**src/hw/rtl/ngga_pkg.sv**
```systemverilog
// ----------------------------------------------------------------------------
// ngga_pkg
// Types, character codes and per-field tables of the GGA sentence parser.
// ----------------------------------------------------------------------------
package ngga_pkg;

   localparam logic [7:0] CH_DOLLAR = 8'h24;
   localparam logic [7:0] CH_STAR   = 8'h2A;
   localparam logic [7:0] CH_COMMA  = 8'h2C;
   localparam logic [7:0] CH_MINUS  = 8'h2D;
   localparam logic [7:0] CH_PLUS   = 8'h2B;
   localparam logic [7:0] CH_POINT  = 8'h2E;

   localparam logic [31:0] ACC_CAP  = 32'd4000000000;
   localparam logic [17:0] TIME_CAP = 18'd235959;

   localparam int TAG_LEN = 5;

   localparam int RSP_DATA_W = 176;

   typedef enum logic [1:0] {
      KIND_NONE,
      KIND_TIME,
      KIND_HEMI,
      KIND_NUM
   } kind_type;

   typedef logic signed [33:0] wide_type;

   function automatic logic [7:0] tag_char(input logic [2:0] i);
      logic [7:0] r;
      unique case (i)
         3'd0:    r = 8'h47;
         3'd1:    r = 8'h50;
         3'd2:    r = 8'h47;
         3'd3:    r = 8'h47;
         default: r = 8'h41;
      endcase
      return r;
   endfunction

   function automatic kind_type field_kind(input logic [4:0] fi);
      kind_type k;
      unique case (fi)
         5'd1:                            k = KIND_TIME;
         5'd3, 5'd5:                      k = KIND_HEMI;
         5'd2, 5'd4, 5'd6, 5'd7, 5'd8,
         5'd9, 5'd11:                     k = KIND_NUM;
         default:                         k = KIND_NONE;
      endcase
      return k;
   endfunction

   function automatic logic [2:0] field_dec(input logic [4:0] fi);
      logic [2:0] d;
      unique case (fi)
         5'd2, 5'd4:          d = 3'd5;
         5'd8, 5'd9, 5'd11:   d = 3'd2;
         default:             d = 3'd0;
      endcase
      return d;
   endfunction

   function automatic wide_type field_lo(input logic [4:0] fi);
      wide_type v;
      unique case (fi)
         5'd9:    v = -34'sd9999999;
         5'd11:   v = -34'sd999999;
         default: v = 34'sd0;
      endcase
      return v;
   endfunction

   function automatic wide_type field_hi(input logic [4:0] fi);
      wide_type v;
      unique case (fi)
         5'd2:    v = 34'sd999999999;
         5'd4:    v = 34'sd1999999999;
         5'd6:    v = 34'sd9;
         5'd7:    v = 34'sd99;
         5'd8:    v = 34'sd9999;
         5'd9:    v = 34'sd99999999;
         default: v = 34'sd999999;
      endcase
      return v;
   endfunction

   function automatic logic [16:0] pow10(input logic [2:0] k);
      logic [16:0] p;
      unique case (k)
         3'd0:    p = 17'd1;
         3'd1:    p = 17'd10;
         3'd2:    p = 17'd100;
         3'd3:    p = 17'd1000;
         3'd4:    p = 17'd10000;
         default: p = 17'd100000;
      endcase
      return p;
   endfunction

   function automatic logic [31:0] acc_push(input logic [31:0] acc, input logic [3:0] d);
      logic [35:0] v;
      v = {acc, 3'b000} + {3'b000, acc, 1'b0} + 36'(d);
      return (v > 36'(ACC_CAP)) ? ACC_CAP : v[31:0];
   endfunction

endpackage

```
**src/hw/rtl/nmea_gga_sentence_parser.sv**
```systemverilog
// ----------------------------------------------------------------------------
// nmea_gga_sentence_parser
// Parses GGA sentences from a received character stream into fixed point.
// ----------------------------------------------------------------------------
// One character is taken per clock cycle unless a waiting result holds back a
// closing '$'; each character is handled combinationally between the state
// registers and the result register. A result word for a GPGGA sentence is
// valid in the cycle after the '$' that opens the next sentence is accepted.
// While a result waits, characters other than a closing '$' are still accepted.
module nmea_gga_sentence_parser
   import ngga_pkg::*;
#(
   parameter int MAX_BODY_LEN = 255,
   parameter int MAX_FIELDS   = 15
) (
   input  logic                  clock,
   input  logic                  reset,
   input  logic                  req_tvalid,
   output logic                  req_tready,
   input  logic [7:0]            req_tdata,   // rx_byte
   output logic                  rsp_tvalid,
   input  logic                  rsp_tready,
   // time_hhmmss, latitude, lat_hemisphere, longitude, lon_hemisphere,
   // fix_quality, satellites, hdop, altitude, geoid_height, zero fill
   output logic [RSP_DATA_W-1:0] rsp_tdata,
   output logic                  rsp_tuser    // checksum_ok
);

   localparam int FI_W = $clog2(MAX_FIELDS + 1);
   localparam int BL_W = $clog2(MAX_BODY_LEN + 1);

   typedef enum logic [1:0] {ST_HUNT, ST_TAG, ST_BODY} phase_type;

   phase_type         phase_ff, phase_in;
   logic [2:0]        tag_cnt_ff, tag_cnt_in;
   logic [FI_W-1:0]   fi_ff, fi_in;
   logic [4:0]        pos_ff, pos_in;
   logic [7:0]        xor_ff, xor_in;
   logic              star_ff, star_in;
   logic [7:0]        sent_ff, sent_in;
   logic [1:0]        hex_ff, hex_in;
   logic [BL_W-1:0]   blen_ff, blen_in;
   logic [31:0]       acc_ff, acc_in;
   logic [2:0]        frac_ff, frac_in;
   logic              point_ff, point_in;
   logic              neg_ff, neg_in;
   logic              stop_ff, stop_in;
   logic [2:0]        tstop_ff, tstop_in;
   logic [6:0]        tpart_ff [3];
   logic [6:0]        tpart_in [3];

   logic [17:0]       time_ff, time_in;
   logic [29:0]       lat_ff, lat_in;
   logic [7:0]        lath_ff, lath_in;
   logic [30:0]       lon_ff, lon_in;
   logic [7:0]        lonh_ff, lonh_in;
   logic [3:0]        fix_ff, fix_in;
   logic [6:0]        sats_ff, sats_in;
   logic [13:0]       hdop_ff, hdop_in;
   logic [27:0]       alt_ff, alt_in;
   logic [20:0]       geoid_ff, geoid_in;

   logic                  rsp_valid_ff, rsp_valid_in;
   logic [RSP_DATA_W-1:0] rsp_data_ff, rsp_data_in;
   logic                  rsp_ok_ff, rsp_ok_in;

   logic [7:0]        c;
   logic              accept, emit_req, emit, fin, clr_field, start;
   logic [4:0]        fi5;
   kind_type          kind;
   logic [2:0]        dec;
   logic              dig, hexv;
   logic [3:0]        dval, hval;
   logic [1:0]        tp;
   logic [48:0]       prod;
   logic [31:0]       scaled;
   wide_type          sval, cval;
   logic [19:0]       tsum;
   logic [17:0]       tval;

   assign c        = req_tdata;
   assign emit_req = (phase_ff == ST_BODY) && (c == CH_DOLLAR);
   assign req_tready = !rsp_valid_ff || rsp_tready || !emit_req;
   assign accept   = req_tvalid && req_tready;
   assign fi5      = 5'(fi_ff);
   assign kind     = field_kind(fi5);
   assign dec      = field_dec(fi5);
   assign dig      = (c >= 8'h30) && (c <= 8'h39);
   assign dval     = c[3:0];
   assign tp       = pos_ff[2:1];

   always_comb begin
      hexv = 1'b1;
      hval = c[3:0];
      if (dig) begin
         hval = c[3:0];
      end else if ((c >= 8'h41 && c <= 8'h46) || (c >= 8'h61 && c <= 8'h66)) begin
         hval = 4'(c[2:0] + 3'd1) + 4'd8;
      end else begin
         hexv = 1'b0;
      end
   end

   // field finish values
   assign prod   = 49'(acc_ff) * 49'(pow10(dec - frac_ff));
   assign scaled = (prod > 49'(ACC_CAP)) ? ACC_CAP : prod[31:0];
   assign sval   = neg_ff ? -wide_type'({2'b00, scaled}) : wide_type'({2'b00, scaled});
   always_comb begin
      cval = sval;
      if (sval < field_lo(fi5)) cval = field_lo(fi5);
      if (sval > field_hi(fi5)) cval = field_hi(fi5);
   end
   assign tsum = 20'(tpart_ff[0]) * 20'd10000 + 20'(tpart_ff[1]) * 20'd100
               + 20'(tpart_ff[2]);
   assign tval = (tsum > 20'(TIME_CAP)) ? TIME_CAP : tsum[17:0];

   always_comb begin
      phase_in = phase_ff;  tag_cnt_in = tag_cnt_ff; fi_in = fi_ff;
      pos_in = pos_ff;      xor_in = xor_ff;        star_in = star_ff;
      sent_in = sent_ff;    hex_in = hex_ff;        blen_in = blen_ff;
      acc_in = acc_ff;      frac_in = frac_ff;      point_in = point_ff;
      neg_in = neg_ff;      stop_in = stop_ff;      tstop_in = tstop_ff;
      tpart_in = tpart_ff;
      time_in = time_ff;    lat_in = lat_ff;        lath_in = lath_ff;
      lon_in = lon_ff;      lonh_in = lonh_ff;      fix_in = fix_ff;
      sats_in = sats_ff;    hdop_in = hdop_ff;      alt_in = alt_ff;
      geoid_in = geoid_ff;
      emit = 1'b0; fin = 1'b0; clr_field = 1'b0; start = 1'b0;

      if (accept) begin
         if (emit_req) begin
            emit  = 1'b1;
            fin   = !star_ff;
            start = 1'b1;
         end else if (c == CH_DOLLAR) begin
            start = 1'b1;
         end else begin
            unique case (phase_ff)
               ST_HUNT: begin
               end
               ST_TAG: begin
                  if (tag_cnt_ff < 3'(TAG_LEN) && c == tag_char(tag_cnt_ff)) begin
                     xor_in     = xor_ff ^ c;
                     tag_cnt_in = tag_cnt_ff + 3'd1;
                     if (tag_cnt_ff == 3'(TAG_LEN - 1)) phase_in = ST_BODY;
                  end else begin
                     phase_in = ST_HUNT;
                  end
               end
               default: begin
                  if (blen_ff >= BL_W'(MAX_BODY_LEN)) begin
                     phase_in = ST_HUNT;
                  end else begin
                     blen_in = blen_ff + 1'b1;
                     if (star_ff) begin
                        if (hex_ff < 2'd2) begin
                           if (hexv) begin
                              sent_in = {sent_ff[3:0], hval};
                              hex_in  = hex_ff + 2'd1;
                           end else begin
                              hex_in = 2'd3;
                           end
                        end
                     end else if (c == CH_STAR) begin
                        fin     = 1'b1;
                        star_in = 1'b1;
                     end else begin
                        xor_in = xor_ff ^ c;
                        if (c == CH_COMMA) begin
                           fin = 1'b1;
                           if (fi_ff < FI_W'(MAX_FIELDS)) fi_in = fi_ff + 1'b1;
                           clr_field = 1'b1;
                        end else begin
                           if (pos_ff < 5'd31) pos_in = pos_ff + 5'd1;
                           unique case (kind)
                              KIND_HEMI: begin
                                 if (pos_ff == 5'd0) begin
                                    if (fi5 == 5'd3) lath_in = c;
                                    else lonh_in = c;
                                 end
                              end
                              KIND_TIME: begin
                                 if (pos_ff < 5'd6 && !tstop_ff[tp]) begin
                                    if (dig) tpart_in[tp] = 7'(tpart_ff[tp] * 7'd10 + 7'(dval));
                                    else tstop_in[tp] = 1'b1;
                                 end
                              end
                              KIND_NUM: begin
                                 if (!stop_ff) begin
                                    if (pos_ff == 5'd0 && (c == CH_MINUS || c == CH_PLUS)) begin
                                       neg_in = (c == CH_MINUS);
                                    end else if (dig) begin
                                       if (!point_ff) begin
                                          acc_in = acc_push(acc_ff, dval);
                                       end else if (frac_ff < dec) begin
                                          acc_in  = acc_push(acc_ff, dval);
                                          frac_in = frac_ff + 3'd1;
                                       end
                                    end else if (c == CH_POINT && !point_ff) begin
                                       point_in = 1'b1;
                                    end else begin
                                       stop_in = 1'b1;
                                    end
                                 end
                              end
                              default: begin
                              end
                           endcase
                        end
                     end
                  end
               end
            endcase
         end
      end

      if (fin) begin
         unique case (fi5)
            5'd1:    time_in  = tval;
            5'd2:    lat_in   = cval[29:0];
            5'd4:    lon_in   = cval[30:0];
            5'd6:    fix_in   = cval[3:0];
            5'd7:    sats_in  = cval[6:0];
            5'd8:    hdop_in  = cval[13:0];
            5'd9:    alt_in   = cval[27:0];
            5'd11:   geoid_in = cval[20:0];
            default: begin
            end
         endcase
      end

      rsp_data_in = {7'd0, geoid_in, alt_in, hdop_in, sats_in, fix_in, lonh_in,
                     lon_in, lath_in, lat_in, time_in};
      rsp_ok_in   = star_ff && (sent_ff == xor_ff);

      if (start) begin
         phase_in = ST_TAG; tag_cnt_in = 3'd0; fi_in = '0; xor_in = 8'd0;
         star_in = 1'b0;    sent_in = 8'd0;    hex_in = 2'd0; blen_in = '0;
         time_in = '0; lat_in = '0; lath_in = '0; lon_in = '0; lonh_in = '0;
         fix_in = '0;  sats_in = '0; hdop_in = '0; alt_in = '0; geoid_in = '0;
      end
      if (start || clr_field) begin
         pos_in = 5'd0; acc_in = 32'd0; frac_in = 3'd0; point_in = 1'b0;
         neg_in = 1'b0; stop_in = 1'b0; tstop_in = 3'd0;
         tpart_in[0] = 7'd0; tpart_in[1] = 7'd0; tpart_in[2] = 7'd0;
      end

      rsp_valid_in = emit || (rsp_valid_ff && !rsp_tready);
   end

   always_ff @(posedge clock) begin
      if (reset) begin
         phase_ff <= ST_HUNT; tag_cnt_ff <= 3'd0; fi_ff <= '0; pos_ff <= 5'd0;
         xor_ff <= 8'd0; star_ff <= 1'b0; sent_ff <= 8'd0; hex_ff <= 2'd0;
         blen_ff <= '0; acc_ff <= 32'd0; frac_ff <= 3'd0; point_ff <= 1'b0;
         neg_ff <= 1'b0; stop_ff <= 1'b0; tstop_ff <= 3'd0;
         tpart_ff[0] <= 7'd0; tpart_ff[1] <= 7'd0; tpart_ff[2] <= 7'd0;
         time_ff <= '0; lat_ff <= '0; lath_ff <= '0; lon_ff <= '0; lonh_ff <= '0;
         fix_ff <= '0; sats_ff <= '0; hdop_ff <= '0; alt_ff <= '0; geoid_ff <= '0;
         rsp_valid_ff <= 1'b0;
      end else begin
         phase_ff <= phase_in; tag_cnt_ff <= tag_cnt_in; fi_ff <= fi_in;
         pos_ff <= pos_in; xor_ff <= xor_in; star_ff <= star_in;
         sent_ff <= sent_in; hex_ff <= hex_in; blen_ff <= blen_in;
         acc_ff <= acc_in; frac_ff <= frac_in; point_ff <= point_in;
         neg_ff <= neg_in; stop_ff <= stop_in; tstop_ff <= tstop_in;
         tpart_ff <= tpart_in;
         time_ff <= time_in; lat_ff <= lat_in; lath_ff <= lath_in;
         lon_ff <= lon_in; lonh_ff <= lonh_in; fix_ff <= fix_in;
         sats_ff <= sats_in; hdop_ff <= hdop_in; alt_ff <= alt_in;
         geoid_ff <= geoid_in;
         rsp_valid_ff <= rsp_valid_in;
      end
   end

   always_ff @(posedge clock) begin
      if (emit) begin
         rsp_data_ff <= rsp_data_in;
         rsp_ok_ff   <= rsp_ok_in;
      end
   end

   assign rsp_tvalid = rsp_valid_ff;
   assign rsp_tdata  = rsp_data_ff;
   assign rsp_tuser  = rsp_ok_ff;

endmodule

```
**config.mk**
```make
export PLATFORM = sky130hd
export DESIGN_NAME = nmea_gga_sentence_parser
export DESIGN_NICKNAME = d
export VERILOG_FILES = /design/src/hw/rtl/ngga_pkg.sv /design/src/hw/rtl/nmea_gga_sentence_parser.sv
export SDC_FILE = /design/constraint.sdc
export NUM_CORES = 2
export LEC_CHECK = 0
export BUFFER_PORTS_ARGS = -buffer_cell sky130_fd_sc_hd__clkbuf_2
export CORE_MARGIN = 1
export CORE_UTILIZATION = 30
export CTS_CLUSTER_DIAMETER = 60
export DETAILED_ROUTE_END_ITERATION = 8
export PLACE_DENSITY_LB_ADDON = 0.12
export SYNTH_ARGS = -nofsm -noshare
export SYNTH_HDL_FRONTEND = slang
export SYNTH_SLANG_ARGS = --single-unit
```
**constraint.sdc**
```tcl
create_clock -name clock -period 16.1 [get_ports clock]
set_input_delay 2.415 -clock clock [delete_from_list [all_inputs] [get_ports clock]]
set_output_delay 2.415 -clock clock [all_outputs]
set_load 0.01 [all_outputs]
```
==> flow_metrics.py <==
metrics = {
    "run_status": {
        "outcome": "finished, final reports clean",
    },
    "hold_path": {
        "hp-start": "lon_ff[27]",
        "min_path_cells": 2,
        "whs_endpoint": "lon_ff[27]",
        "worstHoldPathType": "flip-flop to flip-flop",
    },
    "final_layout": {
        "nets": 5561,
        "syn2layout_area_growth_pct": 13.4,
        "drive_gt1_frac": 0.119,
        "diodes": 0,
        "stdcell_area_mm2": 0.0465,
        "stdcell_count": 6600,
    },
    "power": {
        "combPwrFrac": 0.013,
        "p_per_area_mw_per_mm2": 51.5,
        "seq_power_share": 0.484,
        "peakVddDrop_mv": 0.0860,
        "switchingPower_mw": 0.524,
        "p_int_mw": 1.87,
        "p_sw_frac": 0.219,
        "power_leakage_nw": 21.5,
        "p_clk_frac": 0.503,
    },
    "drt": {
        "via_per_inst": 4.92,
        "ant_nets": 0,
        "drt_first_pass_iters": 6,
        "wl_per_cell_um": 19.5,
        "drcViolationCount": 0,
        "via_count": 32500,
        "drtIter0Drc": 2025,
        "drt-total-wl_um": 129000,
    },
    "worst_setup_path": {
        "cp_max_fo": 22,
        "cp_num_buf_inv": 15,
        "crit_family": "adder cells",
        "worstPathRequired_ns": 16.67,
        "crit_slowest_cell": "fa_1",
        "crit_top_cell": "inv_1",
        "worstRegToRegCells": 65,
        "crit_arrival_ns": 15.88,
        "reg2reg_from": "fi_ff[0]",
        "endpoint_kind": "flip-flop",
        "critPathKind": "flip-flop to flip-flop",
        "reg2reg_slack_ns": 0.79,
        "cp-start-kind": "flip-flop",
        "critical-path-max-stage-delay_ns": 0.57,
        "r2r-end": "geoid_ff[9]",
    },
    "yosys": {
        "syn_inst": 4608,
        "ys_seq_elements": 445,
        "ys_types": 104,
        "synthTopCellsByCount": "626 x inv_1, 479 x nand2_1, 404 x ha_1",
        "synthTopCellsByArea": "fa_1 18%, dfxtp_1 13%, edfxtp_1 12%",
        "ys_warn_count": 0,
        "ys_seq_area_frac": 0.259,
        "synth_async_sr_flop_share": 0,
        "yosysMostFrequentCell": "inv_1",
        "synth_area_mm2": 0.0410,
        "synth_enable_flop_cells": 170,
        "avgSynthCellArea_um2": 8.90,
        "synth_top_cell_by_area": "fa_1",
        "synthFlopType": "dfxtp_1",
        "yosysTopAreaCellShare": 0.181,
    },
    "global_route": {
        "antenna_found_initial": 1,
        "grt_pass1_wl_um": 198000,
        "grt_use_total": 0.185,
        "grt_pass1_vias": 32600,
        "grt_max_degree": 100,
        "gr-total-overflow": 0,
    },
    "die": {
        "dieArea_mm2": 0.138,
        "fp.dieH_um": 372,
        "rows": 135,
        "fp.dieW_um": 372,
        "io_pins": 191,
        "core_area_mm2": 0.135,
        "start_util": 0.303,
    },
    "timing": {
        "finalSetupViolCount": 0,
        "drv_slew": 0,
        "period_share": 0.951,
        "post-route-min-period_ns": 15.31,
        "relSlewSlack": 0.268,
        "timing.clock.skew_ns": 0.0174,
        "fin_ws_ns": 0.788,
        "worst_pin_slew_ns": 1.10,
        "clock.fmax_mhz": 65.3,
        "finalHoldViolations": 0,
    },
    "placed_design": {
        "hpwl_um": 103000,
        "pre_cts_slack_ns": 0.0728,
        "io_buffers": 183,
        "placed_cells": 6482,
        "gp_congestion": 0.875,
        "placed_area_mm2": 0.0443,
    },
    "clocking": {
        "clkSlewWorstSetupHoldPaths_ns": 0.06,
        "h-tree-depth": 2,
        "clk_path_buf_depth": 3,
        "clk_latency_ns": 0.63,
        "tritoncts": "built",
        "cts_hold_buf": 0,
        "cts_buffers": 53,
        "root_buffer": "clkbuf_16",
        "cts_sinks": 445,
    },
    "run": {
        "drv_cap": 0,
    },
}
-- power by group through the flow --
stage	Combinational [mW]	Clock (mW)	Sequential (mW)
3_5_place_dp	0.0322	0	1.18
5_1_grt	0.0345	1.29	1.16
2_1_floorplan	0.0196	0	1.18
6_report	0.0312	1.20	1.16
3_3_place_gp	0.0324	0	1.18
4_1_cts	0.0322	1.25	1.16
-- final cells by class --
| type | instances | area (um^2) |
|---|---|---|
| clock buffer | 79 | 1550 |
| timing repair buffer | 344 | 2180 |
| sequential | 445 | 10600 |
| multi-input combinational | 3302 | 27400 |
| inverter | 628 | 2360 |
| tap | 1781 | 2230 |
| fill | 14200 | 89000 |
| clock inverter | 21 | 225 |
-- worst max path at each step --
stage / startpoint / to / cells after the start
after floorplan: fi_ff[1] / rsp_tdata[112] / 66
after global placement: fi_ff[0] / rsp_tdata[165] / 57
after detailed placement: fi_ff[0] / rsp_tdata[68] / 60
after CTS: fi_ff[0] / rsp_tdata[68] / 60
after global routing: fi_ff[0] / rsp_tdata[19] / 67
final: fi_ff[0] / geoid_ff[9] / 65
-- tightest hold or removal path, cell delays in order, from the launching register on --
cell,delay (ns)
dfxtp_1,0.32
nand2_1,0.05
o21ai_0,0.06
-- sequential cells by signal (all words and copies together), names as in the netlist, 3 cells and up --
name	count
fi_ff	4
alt_ff	28
time_ff	18
hdop_ff	14
lonh_ff	8
frac_ff	3
tstop_ff	3
fix_ff	4
lon_ff	31
lat_ff	30
pos_ff	5
sent_ff	8
acc_ff	32
geoid_ff	21
tpart_ff	21
sats_ff	7
blen_ff	8
lath_ff	8
tag_cnt_ff	3
xor_ff	8
rsp_tdata	169
-- through the flow --
stage | utilization | setup TNS [ns] | power (mW) | hold slack, ns
floorplan | - | 0 | 1.20 | 0.425
global placement | 0.327 | 0 | 1.22 | 0.435
detailed placement | 0.327 | 0 | 1.22 | 0.443
CTS | 0.340 | 0 | 2.44 | 0.457
global route | 0.343 | -0.0210 | 2.48 | 0.481
finish | 0.343 | 0 | 2.40 | 0.456
-- cell usage in the layout, fill, tap and decap left out, types with 10 or more instances in the layout --
cell type / instances
nand2b_1: 26
a21o_1: 55
ha_1: 401
and3_1: 54
nand2_1: 478
clkbuf_16: 53
o31ai_1: 34
nor3_1: 56
fa_1: 371
o211ai_1: 17
and2_1: 120
o21ai_0: 170
dfxtp_1: 274
clkbuf_1: 13
clkbuf_8: 13
xnor2_1: 84
inv_1: 625
or2_2: 24
nand4_1: 48
o21bai_1: 20
edfxtp_1: 170
mux2i_1: 43
nor4_1: 14
nor2_2: 11
or3_1: 19
mux2_2: 17
buf_4: 154
clkbuf_2: 183
o221a_2: 14
xor2_1: 54
nor2b_1: 51
a21oi_1: 246
or4_1: 10
a211oi_1: 94
o21a_1: 21
nand3_1: 103
a31oi_1: 50
o21ai_1: 21
nor2_1: 351
-- repair_timing --
item | in CTS | in global routing
endpoints found under the setup margin | 0 | 270
hold endpoints to repair | 0 | 0
resized for setup | 0 | 49
setup buffers | 0 | 18
-- layer usage --
layer / wire, um / vias to the layer above / global-route usage
met2: 58800 / 616 / 0.301
li1: - / 15900 / -
met5: 0 / - / 0
met4: 2170 / 0 / 0.0365
met3: 4690 / 124 / 0.0190
met1: 63400 / 15900 / 0.264
-- cells by family (layout without fill, tap and decap cells) --
group           after synthesis  in the layout  share of synthesized area
compound gates              903            903                      0.147
xor+xnor                    141            141                     0.0301
fa+ha+maj                   776            776                      0.305
buf+inv                     867           1072                     0.0820
flops                       445            445                      0.259
mux                          62             62                     0.0158
other cells                   1              7                  0.0000915
simple gates               1413           1413                      0.162
Note: power is estimated with default switching activity, not from simulation.
